==> src/ihex_pkg.sv <==
// Shared types, codes and character constants for the Intel HEX record encoder.
`default_nettype none
package ihex_pkg;

    localparam logic [7:0] CH_COLON = 8'h3A;
    localparam logic [7:0] CH_CR    = 8'h0D;
    localparam logic [7:0] CH_LF    = 8'h0A;

    localparam logic [3:0] EOF_LAST = 4'd10;
    localparam logic [3:0] HDR_LAST = 4'd7;

    localparam logic [7:0] EOF_TEXT [0:10] = '{
        8'h3A, 8'h30, 8'h30, 8'h30, 8'h30, 8'h30, 8'h30, 8'h30, 8'h31, 8'h46, 8'h46
    };

    localparam logic REG_END_ADDR = 1'b0;
    localparam logic REG_LINE_END = 1'b1;

    typedef enum logic [8:0] {
        P_COLON = 9'b000000001,
        P_HDR   = 9'b000000010,
        P_DATA  = 9'b000000100,
        P_SUM   = 9'b000001000,
        P_CR    = 9'b000010000,
        P_LF    = 9'b000100000,
        P_EOF   = 9'b001000000,
        P_ECR   = 9'b010000000,
        P_ELF   = 9'b100000000
    } t_phase;

    function automatic logic [7:0] hex_char(input logic [3:0] nib);
        logic [7:0] base;
        base = (nib < 4'd10) ? 8'h30 : 8'h37;
        return base + {4'b0, nib};
    endfunction

endpackage
`default_nettype wire

==> src/ihex_in_if.sv <==
// Input channel: one memory byte per beat with its read status.
`default_nettype none
interface ihex_in_if;
    logic       valid;
    logic       ready;
    logic [7:0] data_byte;
    logic       read_error;

    modport source (output valid, output data_byte, output read_error, input ready);
    modport sink   (input valid, input data_byte, input read_error, output ready);
endinterface
`default_nettype wire

==> src/ihex_out_if.sv <==
// Output channel: one ASCII character per beat with its flags.
`default_nettype none
interface ihex_out_if;
    logic       valid;
    logic       ready;
    logic [7:0] text_char;
    logic       run_last;
    logic       export_done;
    logic       export_error;

    modport source (output valid, output text_char, output run_last,
                    output export_done, output export_error, input ready);
    modport sink   (input valid, input text_char, input run_last,
                    input export_done, input export_error, output ready);
endinterface
`default_nettype wire

==> src/intel_hex_record_encoder_top.sv <==
// Intel HEX record encoder: memory bytes in, ASCII hex text out, one char per beat.
// Characters are formed from the registered byte and then registered for output.
// Throughput: one character per cycle unless the output stalls; a byte yields 2 to 19
// characters at 16 bytes per record (up to 28 at one byte per record), and the next
// byte is taken in the cycle its last character enters the one-character output register.
// Reset (synchronous, active low): export state clears, end_address = 511, CR/LF line ends.
`default_nettype none
module intel_hex_record_encoder_top #(
    parameter int RECORD_BYTES = 16
) (
    input  wire         i_clk,
    input  wire         i_rst_n,
    ihex_in_if.sink     i_in,
    ihex_out_if.source  o_out,
    input  wire         psel,
    input  wire         penable,
    input  wire         pwrite,
    input  wire  [2:0]  paddr,
    input  wire  [31:0] pwdata,
    output logic [31:0] prdata,
    output logic        pready
);

    localparam int BIR_W = (RECORD_BYTES > 1) ? $clog2(RECORD_BYTES) : 1;
    localparam logic [7:0]     COUNT   = 8'(RECORD_BYTES);
    localparam logic [BIR_W:0] REC_LEN = (BIR_W + 1)'(RECORD_BYTES);

    // configuration
    logic [15:0] r_end_addr;
    logic        r_crlf;

    assign pready = 1'b1;
    assign prdata = (paddr[2] == ihex_pkg::REG_LINE_END) ? {31'b0, r_crlf}
                                                         : {16'b0, r_end_addr};

    always_ff @(posedge i_clk) begin
        if (!i_rst_n) begin
            r_end_addr <= 16'd511;
            r_crlf     <= 1'b1;
        end else if (psel && penable && pwrite && pready) begin
            if (paddr[2] == ihex_pkg::REG_END_ADDR) begin
                r_end_addr <= pwdata[15:0];
            end else begin
                r_crlf <= pwdata[0];
            end
        end
    end

    // export state
    logic [15:0]    r_addr;
    logic [7:0]     r_sum;
    logic [BIR_W-1:0] r_bir;

    // item being emitted
    logic            r_busy;
    ihex_pkg::t_phase r_phase;
    logic [3:0]      r_dig;
    logic [7:0]      r_data;
    logic            r_err;
    logic [15:0]     r_hdr_addr;
    logic [7:0]      r_chk;
    logic            r_rec_end;
    logic            r_eof;

    // output register
    logic       r_ov;
    logic [7:0] r_char;
    logic       r_last;
    logic       r_done;
    logic       r_eflag;

    logic             accept;
    logic             adv;
    logic             last;
    logic [7:0]       ch;
    logic             f_done;
    logic             f_err;
    ihex_pkg::t_phase n_phase;
    logic [3:0]       n_dig;
    ihex_pkg::t_phase eol_phase;
    ihex_pkg::t_phase eeol_phase;

    // per-item state update, done at the input beat
    logic [7:0]       hdr_sum;
    logic [7:0]       sum0;
    logic [7:0]       sum1;
    logic [BIR_W:0]   bir1;
    logic             rec_end;
    logic             eof_hit;
    logic [15:0]      n_addr;
    logic [7:0]       n_sum;
    logic [BIR_W-1:0] n_bir;

    always_comb begin
        hdr_sum = COUNT + r_addr[15:8] + r_addr[7:0];
        sum0    = (r_bir == '0) ? hdr_sum : r_sum;
        sum1    = sum0 + i_in.data_byte;
        bir1    = {1'b0, r_bir} + 1'b1;
        rec_end = (bir1 == REC_LEN);
        eof_hit = rec_end && (r_addr >= r_end_addr);
        if (i_in.read_error) begin
            n_addr = '0;
            n_sum  = '0;
            n_bir  = '0;
        end else if (rec_end) begin
            n_addr = eof_hit ? 16'd0 : r_addr + 16'd1;
            n_sum  = '0;
            n_bir  = '0;
        end else begin
            n_addr = r_addr + 16'd1;
            n_sum  = sum1;
            n_bir  = bir1[BIR_W-1:0];
        end
    end

    // character sequencer
    always_comb begin
        eol_phase  = r_crlf ? ihex_pkg::P_CR : ihex_pkg::P_LF;
        eeol_phase = r_crlf ? ihex_pkg::P_ECR : ihex_pkg::P_ELF;
        ch      = ihex_pkg::CH_LF;
        last    = 1'b0;
        f_done  = 1'b0;
        f_err   = 1'b0;
        n_phase = r_phase;
        n_dig   = r_dig + 4'd1;
        case (r_phase)
            ihex_pkg::P_COLON: begin
                ch      = ihex_pkg::CH_COLON;
                n_phase = ihex_pkg::P_HDR;
                n_dig   = '0;
            end
            ihex_pkg::P_HDR: begin
                case (r_dig[2:0])
                    3'd0:    ch = ihex_pkg::hex_char(COUNT[7:4]);
                    3'd1:    ch = ihex_pkg::hex_char(COUNT[3:0]);
                    3'd2:    ch = ihex_pkg::hex_char(r_hdr_addr[15:12]);
                    3'd3:    ch = ihex_pkg::hex_char(r_hdr_addr[11:8]);
                    3'd4:    ch = ihex_pkg::hex_char(r_hdr_addr[7:4]);
                    3'd5:    ch = ihex_pkg::hex_char(r_hdr_addr[3:0]);
                    default: ch = ihex_pkg::hex_char(4'd0);
                endcase
                if (r_dig == ihex_pkg::HDR_LAST) begin
                    n_phase = r_err ? eol_phase : ihex_pkg::P_DATA;
                    n_dig   = '0;
                end
            end
            ihex_pkg::P_DATA: begin
                ch = ihex_pkg::hex_char(r_dig[0] ? r_data[3:0] : r_data[7:4]);
                if (r_dig[0]) begin
                    last    = !r_rec_end;
                    n_phase = ihex_pkg::P_SUM;
                    n_dig   = '0;
                end
            end
            ihex_pkg::P_SUM: begin
                ch = ihex_pkg::hex_char(r_dig[0] ? r_chk[3:0] : r_chk[7:4]);
                if (r_dig[0]) begin
                    n_phase = eol_phase;
                end
            end
            ihex_pkg::P_CR: begin
                ch      = ihex_pkg::CH_CR;
                f_err   = r_err;
                n_phase = ihex_pkg::P_LF;
            end
            ihex_pkg::P_LF: begin
                ch      = ihex_pkg::CH_LF;
                f_err   = r_err;
                last    = r_err || !r_eof;
                n_phase = ihex_pkg::P_EOF;
                n_dig   = '0;
            end
            ihex_pkg::P_EOF: begin
                ch = ihex_pkg::EOF_TEXT[r_dig];
                if (r_dig == ihex_pkg::EOF_LAST) begin
                    n_phase = eeol_phase;
                end
            end
            ihex_pkg::P_ECR: begin
                ch      = ihex_pkg::CH_CR;
                n_phase = ihex_pkg::P_ELF;
            end
            ihex_pkg::P_ELF: begin
                ch     = ihex_pkg::CH_LF;
                last   = 1'b1;
                f_done = 1'b1;
            end
            default: begin
                ch = ihex_pkg::CH_LF;
            end
        endcase
    end

    assign adv        = r_busy && (!r_ov || o_out.ready);
    assign i_in.ready = !r_busy || (adv && last);
    assign accept     = i_in.valid && i_in.ready;

    always_ff @(posedge i_clk) begin
        if (!i_rst_n) begin
            r_addr  <= '0;
            r_sum   <= '0;
            r_bir   <= '0;
            r_busy  <= 1'b0;
            r_phase <= ihex_pkg::P_COLON;
            r_dig   <= '0;
            r_ov    <= 1'b0;
        end else begin
            if (adv) begin
                r_ov <= 1'b1;
            end else if (o_out.ready) begin
                r_ov <= 1'b0;
            end
            if (accept) begin
                r_addr <= n_addr;
                r_sum  <= n_sum;
                r_bir  <= n_bir;
                r_busy <= 1'b1;
                r_dig  <= '0;
                if (r_bir == '0) begin
                    r_phase <= ihex_pkg::P_COLON;
                end else if (i_in.read_error) begin
                    r_phase <= eol_phase;
                end else begin
                    r_phase <= ihex_pkg::P_DATA;
                end
            end else if (adv) begin
                r_busy  <= !last;
                r_phase <= n_phase;
                r_dig   <= n_dig;
            end
        end
    end

    always_ff @(posedge i_clk) begin
        if (accept) begin
            r_data     <= i_in.data_byte;
            r_err      <= i_in.read_error;
            r_hdr_addr <= r_addr;
            r_chk      <= 8'd0 - sum1;
            r_rec_end  <= rec_end;
            r_eof      <= eof_hit;
        end
        if (adv) begin
            r_char  <= ch;
            r_last  <= last;
            r_done  <= f_done;
            r_eflag <= f_err;
        end
    end

    assign o_out.valid        = r_ov;
    assign o_out.text_char    = r_char;
    assign o_out.run_last     = r_last;
    assign o_out.export_done  = r_done;
    assign o_out.export_error = r_eflag;

endmodule
`default_nettype wire
==> src/flat_wrapper.sv <==
// flat-port wrapper written by rule: the top's interface ports become plain ports
module intel_hex_record_encoder_top_flat 
#(
    parameter int RECORD_BYTES = 16
)
  (i_clk, i_rst_n, psel, penable, pwrite, paddr, pwdata, prdata, pready, i_in_valid, i_in_data_byte, i_in_read_error, i_in_ready, o_out_valid, o_out_text_char, o_out_run_last, o_out_export_done, o_out_export_error, o_out_ready);
  ihex_in_if i_in_i ();
  ihex_out_if o_out_i ();
  input  wire i_clk;
  input  wire i_rst_n;
  input  wire psel;
  input  wire penable;
  input  wire pwrite;
  input  wire  [2:0] paddr;
  input  wire  [31:0] pwdata;
  output logic [31:0] prdata;
  output logic pready;
  input wire logic [$bits(i_in_i.valid)-1:0] i_in_valid;
  input wire logic [$bits(i_in_i.data_byte)-1:0] i_in_data_byte;
  input wire logic [$bits(i_in_i.read_error)-1:0] i_in_read_error;
  output wire logic [$bits(i_in_i.ready)-1:0] i_in_ready;
  output wire logic [$bits(o_out_i.valid)-1:0] o_out_valid;
  output wire logic [$bits(o_out_i.text_char)-1:0] o_out_text_char;
  output wire logic [$bits(o_out_i.run_last)-1:0] o_out_run_last;
  output wire logic [$bits(o_out_i.export_done)-1:0] o_out_export_done;
  output wire logic [$bits(o_out_i.export_error)-1:0] o_out_export_error;
  input wire logic [$bits(o_out_i.ready)-1:0] o_out_ready;
  assign i_in_i.valid = i_in_valid;
  assign i_in_i.data_byte = i_in_data_byte;
  assign i_in_i.read_error = i_in_read_error;
  assign i_in_ready = i_in_i.ready;
  assign o_out_valid = o_out_i.valid;
  assign o_out_text_char = o_out_i.text_char;
  assign o_out_run_last = o_out_i.run_last;
  assign o_out_export_done = o_out_i.export_done;
  assign o_out_export_error = o_out_i.export_error;
  assign o_out_i.ready = o_out_ready;
  intel_hex_record_encoder_top #(.RECORD_BYTES(RECORD_BYTES)) u_core (.i_clk(i_clk), .i_rst_n(i_rst_n), .i_in(i_in_i), .o_out(o_out_i), .psel(psel), .penable(penable), .pwrite(pwrite), .paddr(paddr), .pwdata(pwdata), .prdata(prdata), .pready(pready));
endmodule
==> config.mk <==
export PLATFORM = sky130hd
export DESIGN_NAME = intel_hex_record_encoder_top_flat
export DESIGN_NICKNAME = d
export VERILOG_FILES = /design/src/ihex_pkg.sv /design/src/ihex_in_if.sv /design/src/ihex_out_if.sv /design/src/intel_hex_record_encoder_top.sv /design/src/flat_wrapper.sv
export SDC_FILE = /design/constraint.sdc
export NUM_CORES = 1
export LEC_CHECK = 0
export BUFFER_PORTS_ARGS = -buffer_cell sky130_fd_sc_hd__buf_4
export CORE_AREA = 2 2 146 148
export CTS_CLUSTER_DIAMETER = 30
export DETAILED_ROUTE_END_ITERATION = 10
export DIE_AREA = 0 0 148 150
export MAX_ROUTING_LAYER = met4
export PLACE_DENSITY_LB_ADDON = 0.2
export SETUP_SLACK_MARGIN = 0.2
export SYNTH_ARGS = -nofsm -noshare
export SYNTH_HDL_FRONTEND = slang
export SYNTH_SLANG_ARGS = --single-unit
==> constraint.sdc <==
create_clock -name i_clk -period 11.3 [get_ports i_clk]
set_input_delay 1.13 -clock i_clk [delete_from_list [all_inputs] [get_ports i_clk]]
set_output_delay 1.13 -clock i_clk [all_outputs]
set_load 0.05 [all_outputs]
; Word-level counts from Yosys, hierarchy flattened
; Memories as Yosys holds them, arrays and structs flattened.
; Index checks and enable logic that the tools add are counted.
[op_classes]
eq_ne = 20
n_lt_le_gt_ge = 8
bitwise = 3
n_reduce_logical = 26
addsub = 13
muxes = 43
[op_table]
columns = op, count
row1 = $mux 9, 10
row2 = $pmux 9 s8, 1
row3 = $mux 16, 4
row4 = $add 8x4->8, 6
row5 = $pmux 8 s6, 1
row6 = $mux 8, 5
row7 = $pmux 8 s5, 1
row8 = $lt 4x4->1 const B, 6
row9 = $mux 4, 6
row10 = $mux 3, 6
row11 = $add 16x1->16 const B, 1
row12 = $add 8x8->8, 2
row13 = $ge 16x16->1, 1
row14 = $ne 3x1->1 const B, 4
row15 = $pmux 4 s3, 1
row16 = $eq 9x1->1 const B, 1
row17 = $eq 9x2->1 const B, 1
row18 = $eq 9x3->1 const B, 1
row19 = $eq 9x4->1 const B, 1
row20 = $eq 9x5->1 const B, 1
row21 = $eq 9x6->1 const B, 1
row22 = $eq 9x7->1 const B, 1
row23 = $eq 9x8->1 const B, 1
row24 = $eq 9x9->1 const B, 1
row25 = 25 further kinds, 49
[word_totals]
n_memories = 1
mem_bits_ro = 128
regBits = 106
[mem_list]
columns = name, words, width, rd, rd_clocked_by_memory_dff, write_ports, line_no
row1 = (name not given), 16, 8, 1, 0, 0, intel_hex_record_encoder_top.sv:174  ; ch = ihex_pkg::EOF_TEXT[r_dig];

; Longest topological paths before layout
; Gate-level depths: netlist (run 1).
[depth]
ltp_word = 8
mapped_depth = 17
mapped_depth_nobuf = 17

; Least setup slack after synthesis (run 1)
; Ideal clock, no wire load.
[synth_path]
kind = reg2reg
start = register u_core.r_addr[9]
end = register u_core.r_chk[7] (data pin)
path_buffers = 0
required_ps = 11037
path_stages_with_launch = 13
period_less_slack_ps = 3626
arrival_ps = 3363
setup_slack_ps = 7674
setup_time_ps = 263
path_cell_list = dfxtp_1 ha_1 ha_1 fa_1 mux2_2 ha_1 nor2b_1 o21a_1 o21ai_0 a21oi_1 a2111oi_0 nand3_1 xor2_1
[synth_via]
elab_chain_len = 5
[synth_rtl]
columns = element, line_no
row1 = "start, declared", intel_hex_record_encoder_top.sv:50  ; logic [15:0] r_addr;
row2 = "start signal, assigned", intel_hex_record_encoder_top.sv:214  ; r_addr <= n_addr;
row3 = $add 5x8->8, intel_hex_record_encoder_top.sv:95  ; hdr_sum = COUNT + r_addr[15:8] + r_addr[7:0];
row4 = $add 8x8->8, intel_hex_record_encoder_top.sv:95
row5 = $mux 8, intel_hex_record_encoder_top.sv:96  ; sum0 = (r_bir == '0) ? hdr_sum : r_sum;
row6 = $add 8x8->8, intel_hex_record_encoder_top.sv:97  ; sum1 = sum0 + i_in.data_byte;
row7 = $sub 1x8->8, intel_hex_record_encoder_top.sv:239  ; r_chk <= 8'd0 - sum1;
row8 = "end signal, assigned", intel_hex_record_encoder_top.sv:239
row9 = "end, declared", intel_hex_record_encoder_top.sv:61  ; logic [7:0] r_chk;
; Every way passes these cells.
; A chain may end at the register's enable or synchronous reset.

; Worst setup path in the final report (run 1)
; Ends and elaborated chain as after synthesis.

==> impl_metrics.yaml, run 1 <==
outcome:
  run_status: "completed"
finish:
  seq_area_um2: 2550
  drive_above_1_share_pct: 12.0
  diodes: 0
  fin_util_pct: 38.6
  nFillCells: 2138
  multiInputGateArea_um2: 4110
  nNetsFinal: 965
  syn_to_final_growth_pct: 12.5
global_route:
  grt_overflow_total: 0
  grt_max_degree: 36
  first_global_vias: 5284
  grt_pass1_wl_mm: 26.6
  grtUsageTotal_pct: 15.6
  antenna_found_initial: 0
detailed_routing:
  drt_first_iter_violations: 263
  drc: 0
  drt-pass1-iter-count: 7
  vias: 5599
  wl_per_cell_um: 14.4
  routed_via_density: 4.97
  ant_nets: 0
  routed_wl_mm: 16.2
clock_network:
  cts_tree: "yes"
  clock-root-buffer: "clkbuf_16"
  postCtsSetupBuffers: 0
  cts_resized: 0
  clk_latency_ps: 360
  clk_pin_slew_ps: 70
  cts_max_path_buffers: 2
  cts.sinks: 105
  cts_max_level: 3
  cts_hold_buf: 0
  numCtsBuffers: 9
critical_path:
  critPathLaunchType: "register"
  path_cells: "ha_1, ha_1, fa_1, a21oi_1, nor2_1, nor2_1, xor2_1, o21ai_0, ha_1, o21ai_0, nor2_1, nand3_1, or3b_2, xor2_1, xor2_1"
  worst-path-max-fanout: 8
  worstPathArrival_ps: 4000
  max_stage_delay_ps: 480
  r2r_slack_ps: 7400
  worstPathRequired_ps: 11400
  critical_path_class: "reg -> reg"
  critical_path.slowest_cell: "dfxtp_1"
  crit_path_end_kind: "register"
floorplan:
  ios: 97
  die_x_um: 148
  placementRows: 53
  fp.coreArea_um2: 20700
  dieHeight_um: 150
  dieArea_um2: 22200
  start_util_pct: 34.3
sta:
  drv_slew: 0
  final.setup.tns_ps: 0
  worst_slew_pin_slew_ps: 1050
  post-route-period-util_pct: 34.5
  slew-limit-headroom_pct: 29.2
  rsz0062_at_grt: "no"
  final_hold_viol_count: 0
  setup_violations: 0
  skew_ps: 9.48
  finalCriticalPeriod_ps: 3900
  fin_ws_ps: 7400
  max_freq_ghz: 0.257
  hold_slack_ps: 454
logic_synthesis:
  synth-edff-count: 45
  yosysUniqueCellTypes: 68
  syn_area_per_cell_um2: 8.85
  synth_seq_cells: 105
  yosysSeqAreaShare_pct: 35.9
  yosysTopAreaCell: "edfxtp_1"
  netlist_instances: 802
  netlist.area_leader.share_pct: 19.0
  synthesis.area_um2: 7100
  ys_warn_count: 0
  synth_flop_cell: "dfxtp_1"
  yosys-top-cells-area: "edfxtp_1 19%, dfxtp_1 17%, ha_1 11%, nand2_1 4.5%, nor2_1 3.9%"
  synthArstFlopShare_pct: 0
power:
  power_mw: 0.906
  vdd_drop_max_v: 0.0000649
  power_density_nw_per_um2: 113
  p_leak_nw: 3.33
min_path:
  hold_class: "reg -> reg"
flow_run:
  cap_violations: 0
placement:
  dp_hpwl_mm: 12.6
  io_buffers: 60
  pre_cts_slack_ps: 7390
  gp_congestion: 0.849
==> sequential cells by signal (all words and copies together), names as in the netlist, 4 cells and up <==
name / count
u_core.r_end_addr: 16
u_core.r_phase: 9
u_core.o_out.text_char: 7
u_core.r_addr: 16
u_core.r_bir: 4
u_core.r_data: 8
u_core.r_chk: 8
u_core.r_hdr_addr: 16
u_core.r_dig: 4
u_core.r_sum: 8
==> layout make-up <==
type | instances | share of cell area [%]
Sequential cell | 105 | 32.0
Inverter | 54 | 2.54
Clock inverter | 6 | 0.721
Timing Repair Buffer | 63 | 5.92
Tap cell | 275 | 4.31
Clock buffer | 10 | 3.13
Multi-Input combinational cell | 613 | 51.4
==> cell families (layout without fill, tap and decap cells) <==
| group | Yosys count | count (layout) | share of synthesized area [%] |
|---|---|---|---|
| flops | 105 | 105 | 35.9 |
| fa+ha+maj | 68 | 68 | 12.7 |
| compound gates | 207 | 207 | 19.2 |
| other cells | 2 | 18 | 0.106 |
| buf+inv | 100 | 133 | 7.05 |
| simple gates | 272 | 272 | 18.6 |
| xor+xnor | 28 | 28 | 3.45 |
| mux | 20 | 20 | 2.96 |
==> synth_stat cells, types with 4 or more instances <==
cell and number:
a211oi_1 4, a21boi_0 12, a21o_1 8, a21oi_1 51, a221o_1 7, a22o_1 7, a31oi_1 6, and3_1 11
buf_2 4, buf_4 20, buf_6 6, clkbuf_1 15, dfxtp_1 60, edfxtp_1 45, fa_1 7, ha_1 61
inv_1 53, mux2_2 8, mux2i_1 12, nand2_1 85, nand2b_1 14, nand3_1 28, nand3b_1 5, nand4_1 7
nor2_1 74, nor2b_1 11, nor3_1 16, o211ai_1 12, o21a_1 9, o21ai_0 53, o22ai_1 4, or3_1 5
xnor2_1 16, xor2_1 12
==> layout by cell type, fill, tap and decap left out, types with 14 or more instances in the layout <==
cell	synthesis	layout
a21oi_1	51	51
buf_4	20	63
conb_1	2	18
dfxtp_1	60	60
edfxtp_1	45	45
ha_1	61	61
inv_1	53	53
nand2_1	85	85
nand2b_1	14	14
nand3_1	28	28
nor2_1	74	74
nor3_1	16	16
o21ai_0	53	53
xnor2_1	16	16
==> critical path: cells and delay by family (launching register included) <==
kind            cells  cell delay (ps)
compound gates      3              510
xor+xnor            3              540
fa+ha+maj           4             1340
flops               1              480
simple gates        5              770
==> power breakdown <==
part	leakage [nW]	internal, mW	switching [mW]
Clock	0.152	0.168	0.152
Sequential	0.920	0.412	0.0123
Combinational	2.26	0.0568	0.105
Total	3.33	0.637	0.269
==> routing by layer <==
metal  global-route usage (%)  share of wire (%)
met2                     24.8                 46
met5                        -                  0
met3                     2.93                4.0
met1                     20.0                 48
met4                     5.29                2.6
==> worst paths after layout <==
kind / startpoint / endpoint / cells past startpoint
worst max-delay path: u_core.r_addr[9]$_SDFFE_PN0N_ / u_core.r_chk[7]$_DFFE_PN_ / 15
worst min-delay path: u_core.r_sum[0]$_SDFFE_PN0N_ / u_core.r_sum[0]$_SDFFE_PN0N_ / 2
worst min register to register: u_core.r_sum[0]$_SDFFE_PN0N_ / u_core.r_sum[0]$_SDFFE_PN0N_ / 2
worst max register to register: u_core.r_addr[9]$_SDFFE_PN0N_ / u_core.r_chk[7]$_DFFE_PN_ / 15
==> through the flow <==
stage / std cells / cell area [µm²]
2_1_floorplan: 818 / 7160
3_3_place_gp: 1110 / 7680
3_5_place_dp: 1110 / 7680
4_1_cts: 1126 / 7990
5_1_grt: 1126 / 7990
6_report: 1126 / 7990
Note: power is estimated with default switching activity, not from simulation.
==> run 2: changes to the inputs <==
==> constraint.sdc (replaced) <==
create_clock -name i_clk -period 3.7 [get_ports i_clk]
set_input_delay 0.37 -clock i_clk [delete_from_list [all_inputs] [get_ports i_clk]]
set_output_delay 0.37 -clock i_clk [all_outputs]
set_load 0.05 [all_outputs]
==> impl_metrics.yaml, run 2 (synthesis gave the netlist of run 1 again) <==
outcome:
  run_status: "completed"
global_route:
  first_global_vias: 5462
  antenna_found_initial: 0
  grt_overflow_total: 0
  grt_pass1_wl_mm: 27.7
  grt_max_degree: 34
  grtUsageTotal_pct: 16.2
sta:
  final_hold_viol_count: 0
  rsz0062_at_grt: "yes"
  max_freq_ghz: 0.293
  skew_ps: 7.74
  slew-limit-headroom_pct: 54.6
  worst_slew_pin_slew_ps: 680
  post-route-period-util_pct: 92.2
  fin_ws_ps: 288
  hold_slack_ps: 207
  final.setup.tns_ps: 0
  setup_violations: 0
  finalCriticalPeriod_ps: 3410
  drv_slew: 0
finish:
  largest_registers: "u_core.r_addr (16), u_core.r_end_addr (16), u_core.r_hdr_addr (16)"
  finalInstanceArea_um2: 8230
  final_cell_mix: "84 x nand2_1, 84 x buf_4, 74 x nor2_1"
  seq_area_um2: 2560
  diodes: 0
  nFillCells: 2176
  finalNonFillerCells: 1147
  nNetsFinal: 986
  drive_above_1_share_pct: 15.8
  syn_to_final_growth_pct: 15.9
  fin_util_pct: 39.8
  multiInputGateArea_um2: 4200
floorplan:
  start_util_pct: 34.3
  dieArea_um2: 22200
  dieHeight_um: 150
  placementRows: 53
  ios: 97
  fp.coreArea_um2: 20700
  die_x_um: 148
detailed_routing:
  vias: 5706
  routed_wl_mm: 16.8
  wl_per_cell_um: 14.7
  ant_nets: 0
  drt-pass1-iter-count: 5
  drc: 0
  routed_via_density: 4.97
  drt_first_iter_violations: 242
power:
  power_mw: 2.78
  p_leak_nw: 3.44
  vdd_drop_max_v: 0.000222
  power_density_nw_per_um2: 337
min_path:
  hp-start: "i_in_data_byte[0]"
  hold_depth: 1
  min_to: "u_core.r_data[0]$_DFFE_PN_"
  hold_class: "in -> reg"
critical_path:
  critical_path_class: "reg -> reg"
  r2r_cells: 16
  worstPathRequired_ps: 3810
  r2r_slack_ps: 290
  rr_endpoint: "u_core.r_chk[7]$_DFFE_PN_"
  critPathLaunchType: "register"
  crit-reg2reg-launch: "u_core.r_addr[9]$_SDFFE_PN0N_"
  crit_path_end_kind: "register"
  worstPathArrival_ps: 3520
  worst-path-max-fanout: 3
flow_run:
  cap_violations: 0
placement:
  placed_area_um2: 7840
  io_buffers: 60
  gp_congestion: 0.849
  dp_hpwl_mm: 13.1
  dp_cells: 1131
  pre_cts_slack_ps: 133
clock_network:
  clk_pin_slew_ps: 70
  cts_max_level: 3
  cts_max_path_buffers: 2
  clk_latency_ps: 360
  cts.sinks: 105
  numCtsBuffers: 9
  cts_tree: "yes"
  clock-root-buffer: "clkbuf_16"
-- run 2: worst max-delay path: stages, from the launching register on --
cell	delay [ps]
dfxtp_2	340
ha_4	240
ha_4	160
fa_2	420
a21oi_2	140
nor2_1	40
nor2_1	120
xor2_1	160
o21ai_1	90
ha_1	340
a21oi_2	140
nor2_1	50
nor2_1	100
o21ai_1	70
or3b_4	410
xor2_2	190
xor2_1	150
-- run 2: worst max-delay path by stage --
stage,start,to,slack [ps]
after detailed placement,u_core.r_addr[1]$_SDFFE_PN0N_,u_core.r_chk[7]$_DFFE_PN_,130
final,u_core.r_addr[9]$_SDFFE_PN0N_,u_core.r_chk[7]$_DFFE_PN_,290
after global routing,u_core.r_addr[9]$_SDFFE_PN0N_,u_core.r_chk[7]$_DFFE_PN_,110
after CTS,u_core.r_addr[1]$_SDFFE_PN0N_,u_core.r_chk[7]$_DFFE_PN_,210
after floorplan,u_core.r_addr[9]$_SDFFE_PN0N_,u_core.r_chk[7]$_DFFE_PN_,230
after global placement,u_core.r_addr[1]$_SDFFE_PN0N_,u_core.r_chk[7]$_DFFE_PN_,170
-- run 2: layout make-up --
| type | instances | share of cell area (%) |
|---|---|---|
| Timing Repair Buffer | 84 | 7.66 |
| Inverter | 54 | 2.46 |
| Clock inverter | 5 | 0.441 |
| Sequential cell | 105 | 31.1 |
| Clock buffer | 11 | 3.09 |
| Multi-Input combinational cell | 613 | 51.0 |
| Tap cell | 275 | 4.18 |
-- run 2: what timing repair did --
action / 4_1_cts / 5_1_grt
buffers inserted: 0 / 0
hold endpoints to repair: 0 / 0
gates resized for setup: 3 / 19
pin swaps: 1 / 16
endpoints found under the setup margin: 2 / 4
hold buffers: 0 / 0
-- run 2: routing by layer --
metal,vias up,global-route usage (%),wire (µm)
met5,-,-,0
met4,0,7.62,566
met3,33,2.01,552
met2,122,26.0,7750
met1,2584,20.3,7950
li1,2967,-,-
-- run 2: report_power, final --
part / internal (mW) / switching (mW)
sequential: 1.26 / 0.0349
combinational: 0.191 / 0.332
clock: 0.504 / 0.457
==> run 3: changes to the inputs <==
==> constraint.sdc (replaced) <==
create_clock -name i_clk -period 3.38 [get_ports i_clk]
set_input_delay 0.338 -clock i_clk [delete_from_list [all_inputs] [get_ports i_clk]]
set_output_delay 0.338 -clock i_clk [all_outputs]
set_load 0.05 [all_outputs]
==> impl_metrics.yaml, run 3 (synthesis gave the netlist of run 1 again) <==
outcome:
  run_status: "completed"
finish:
  nFillCells: 2130
  nNetsFinal: 1006
  largest_registers: "u_core.r_addr (16), u_core.r_end_addr (16), u_core.r_hdr_addr (16)"
  layout_commonest_cell: "buf_4"
  seq_area_um2: 2560
  finalNonFillerCells: 1167
  diodes: 0
  fin_util_pct: 41.1
  multiInputGateArea_um2: 4310
  syn_to_final_growth_pct: 19.8
  final_cell_mix: "101 x buf_4, 83 x nand2_1, 72 x nor2_1"
  drive_above_1_share_pct: 20.1
floorplan:
  start_util_pct: 34.3
  die_x_um: 148
  dieArea_um2: 22200
  ios: 97
  dieHeight_um: 150
  fp.coreArea_um2: 20700
  placementRows: 53
min_path:
  hp-start: "i_in_data_byte[4]"
  hold_class: "in -> reg"
  min_to: "u_core.r_data[4]$_DFFE_PN_"
  hold_depth: 1
global_route:
  grtUsageTotal_pct: 16.4
  grt_overflow_total: 0
  grt_max_degree: 34
  antenna_found_initial: 0
  grt_pass1_wl_mm: 27.9
  first_global_vias: 5539
detailed_routing:
  drc: 0
  route.met2.wl_mm: 8.20
  routed_via_density: 5.01
  wl_per_cell_um: 14.7
  wl_met3_um: 570
  ant_nets: 0
  met1_length_mm: 7.94
  top_layer: "met4"
  drt_first_iter_violations: 322
  routed_wl_mm: 17.1
  drt-pass1-iter-count: 5
  vias: 5852
critical_path:
  cp_top_family: "adder cells"
  worst-path-max-fanout: 3
  critPathMostFrequentCell: "nor2_1"
  critical_path_class: "reg -> reg"
  critical_path.slowest_cell: "or3b_4"
  r2r_slack_ps: 170
  path_cells: "ha_4, ha_4, fa_2, a21oi_2, nor2_1, nor2_1, xor2_1, o21ai_1, ha_1, a21oi_2, nor2_1, nor2_1, o21ai_1, or3b_4, xor2_2, xor2_1"
  r2r_cells: 16
  crit-reg2reg-launch: "u_core.r_addr[9]$_SDFFE_PN0N_"
  max_stage_delay_ps: 380
  crit_path_end_kind: "register"
  worstPathRequired_ps: 3490
  rr_endpoint: "u_core.r_chk[7]$_DFFE_PN_"
  worstPathArrival_ps: 3320
  critPathLaunchType: "register"
  crit_buf_inv: 0
sta:
  finalCriticalPeriod_ps: 3210
  post-route-period-util_pct: 95.1
  rsz0062_at_grt: "yes"
  skew_ps: 8.47
  worst_slew_pin_slew_ps: 703
  setup_violations: 0
  drv_slew: 0
  slew-limit-headroom_pct: 53.0
  fin_ws_ps: 166
  max_freq_ghz: 0.311
  final_hold_viol_count: 0
  final.setup.tns_ps: 0
power:
  power_mw: 3.08
  vdd_drop_max_v: 0.000230
  p_leak_nw: 3.56
  power_density_nw_per_um2: 362
clock_network:
  cts.sinks: 105
  clock-root-buffer: "clkbuf_16"
  clk_pin_slew_ps: 70
  cts_max_level: 3
  clk_latency_ps: 360
  numCtsBuffers: 9
  cts_hold_buf: 0
  cts_max_path_buffers: 2
  cts_tree: "yes"
flow_run:
  cap_violations: 0
placement:
  io_buffers: 60
  pre_cts_slack_ps: 11.5
  dp_cells: 1145
  dp_hpwl_mm: 13.1
  gp_congestion: 0.883
[run 3: cell count changes in the layout (fill, tap and decap cells not counted), sizes merged]
cell	previous run	this run
clkbuf	11	10
inv	57	58
buf	84	104
[run 3: through the flow]
step           cell area, µm²  hold WS, ps
3_5_place_dp             8000          447
4_1_cts                  8400          158
2_1_floorplan            7220          420
5_1_grt                  8510          165
6_report                 8510          174
3_3_place_gp             8000          429
[run 3: per-layer routing]
metal | vias up | GRT usage [%]
li1 | 3004 | -
met4 | 0 | 6.57
met1 | 2693 | 20.6
met3 | 28 | 2.10
met5 | - | -
met2 | 127 | 26.9
[run 3: worst max-delay path by stage]
stage	from	to	cells past startpoint
2_1_floorplan	u_core.r_addr[9]$_SDFFE_PN0N_	u_core.r_chk[7]$_DFFE_PN_	16
3_3_place_gp	u_core.r_addr[2]$_SDFFE_PN0N_	u_core.r_chk[7]$_DFFE_PN_	16
3_5_place_dp	u_core.r_addr[2]$_SDFFE_PN0N_	u_core.r_chk[7]$_DFFE_PN_	16
4_1_cts	u_core.r_addr[9]$_SDFFE_PN0N_	u_core.r_chk[7]$_DFFE_PN_	16
5_1_grt	u_core.r_addr[9]$_SDFFE_PN0N_	u_core.r_chk[7]$_DFFE_PN_	16
6_report	u_core.r_addr[9]$_SDFFE_PN0N_	u_core.r_chk[7]$_DFFE_PN_	16
[run 3: final cells by class]
cell class	instances	area share, %
inverter	54	2.38
tap	275	4.04
timing repair buffer	104	9.31
clock inverter	6	0.515
sequential	105	30.1
multi-input combinational	613	50.7
clock buffer	10	2.94
[run 3: worst reg2reg max path, cell delays in order, from the launching register on]
cell and delay [ps]:
dfxtp_4 360, ha_4 240, ha_4 160, fa_2 350, a21oi_2 130, nor2_1 40
nor2_1 100, xor2_1 150, o21ai_1 90, ha_1 320, a21oi_2 130, nor2_1 50
nor2_1 80, o21ai_1 60, or3b_4 380, xor2_2 160, xor2_1 170
[run 3: where the power goes]
group / internal, mW / switching [mW]
Clock: 0.552 / 0.508
Sequential: 1.38 / 0.0381
Combinational: 0.229 / 0.373
[run 3: repair_timing]
action                                  4_1_cts  5_1_grt
endpoints found under the setup margin        3        6
gates resized for setup                      16       20
setup buffers                                 4        2
pin swaps                                    17        7
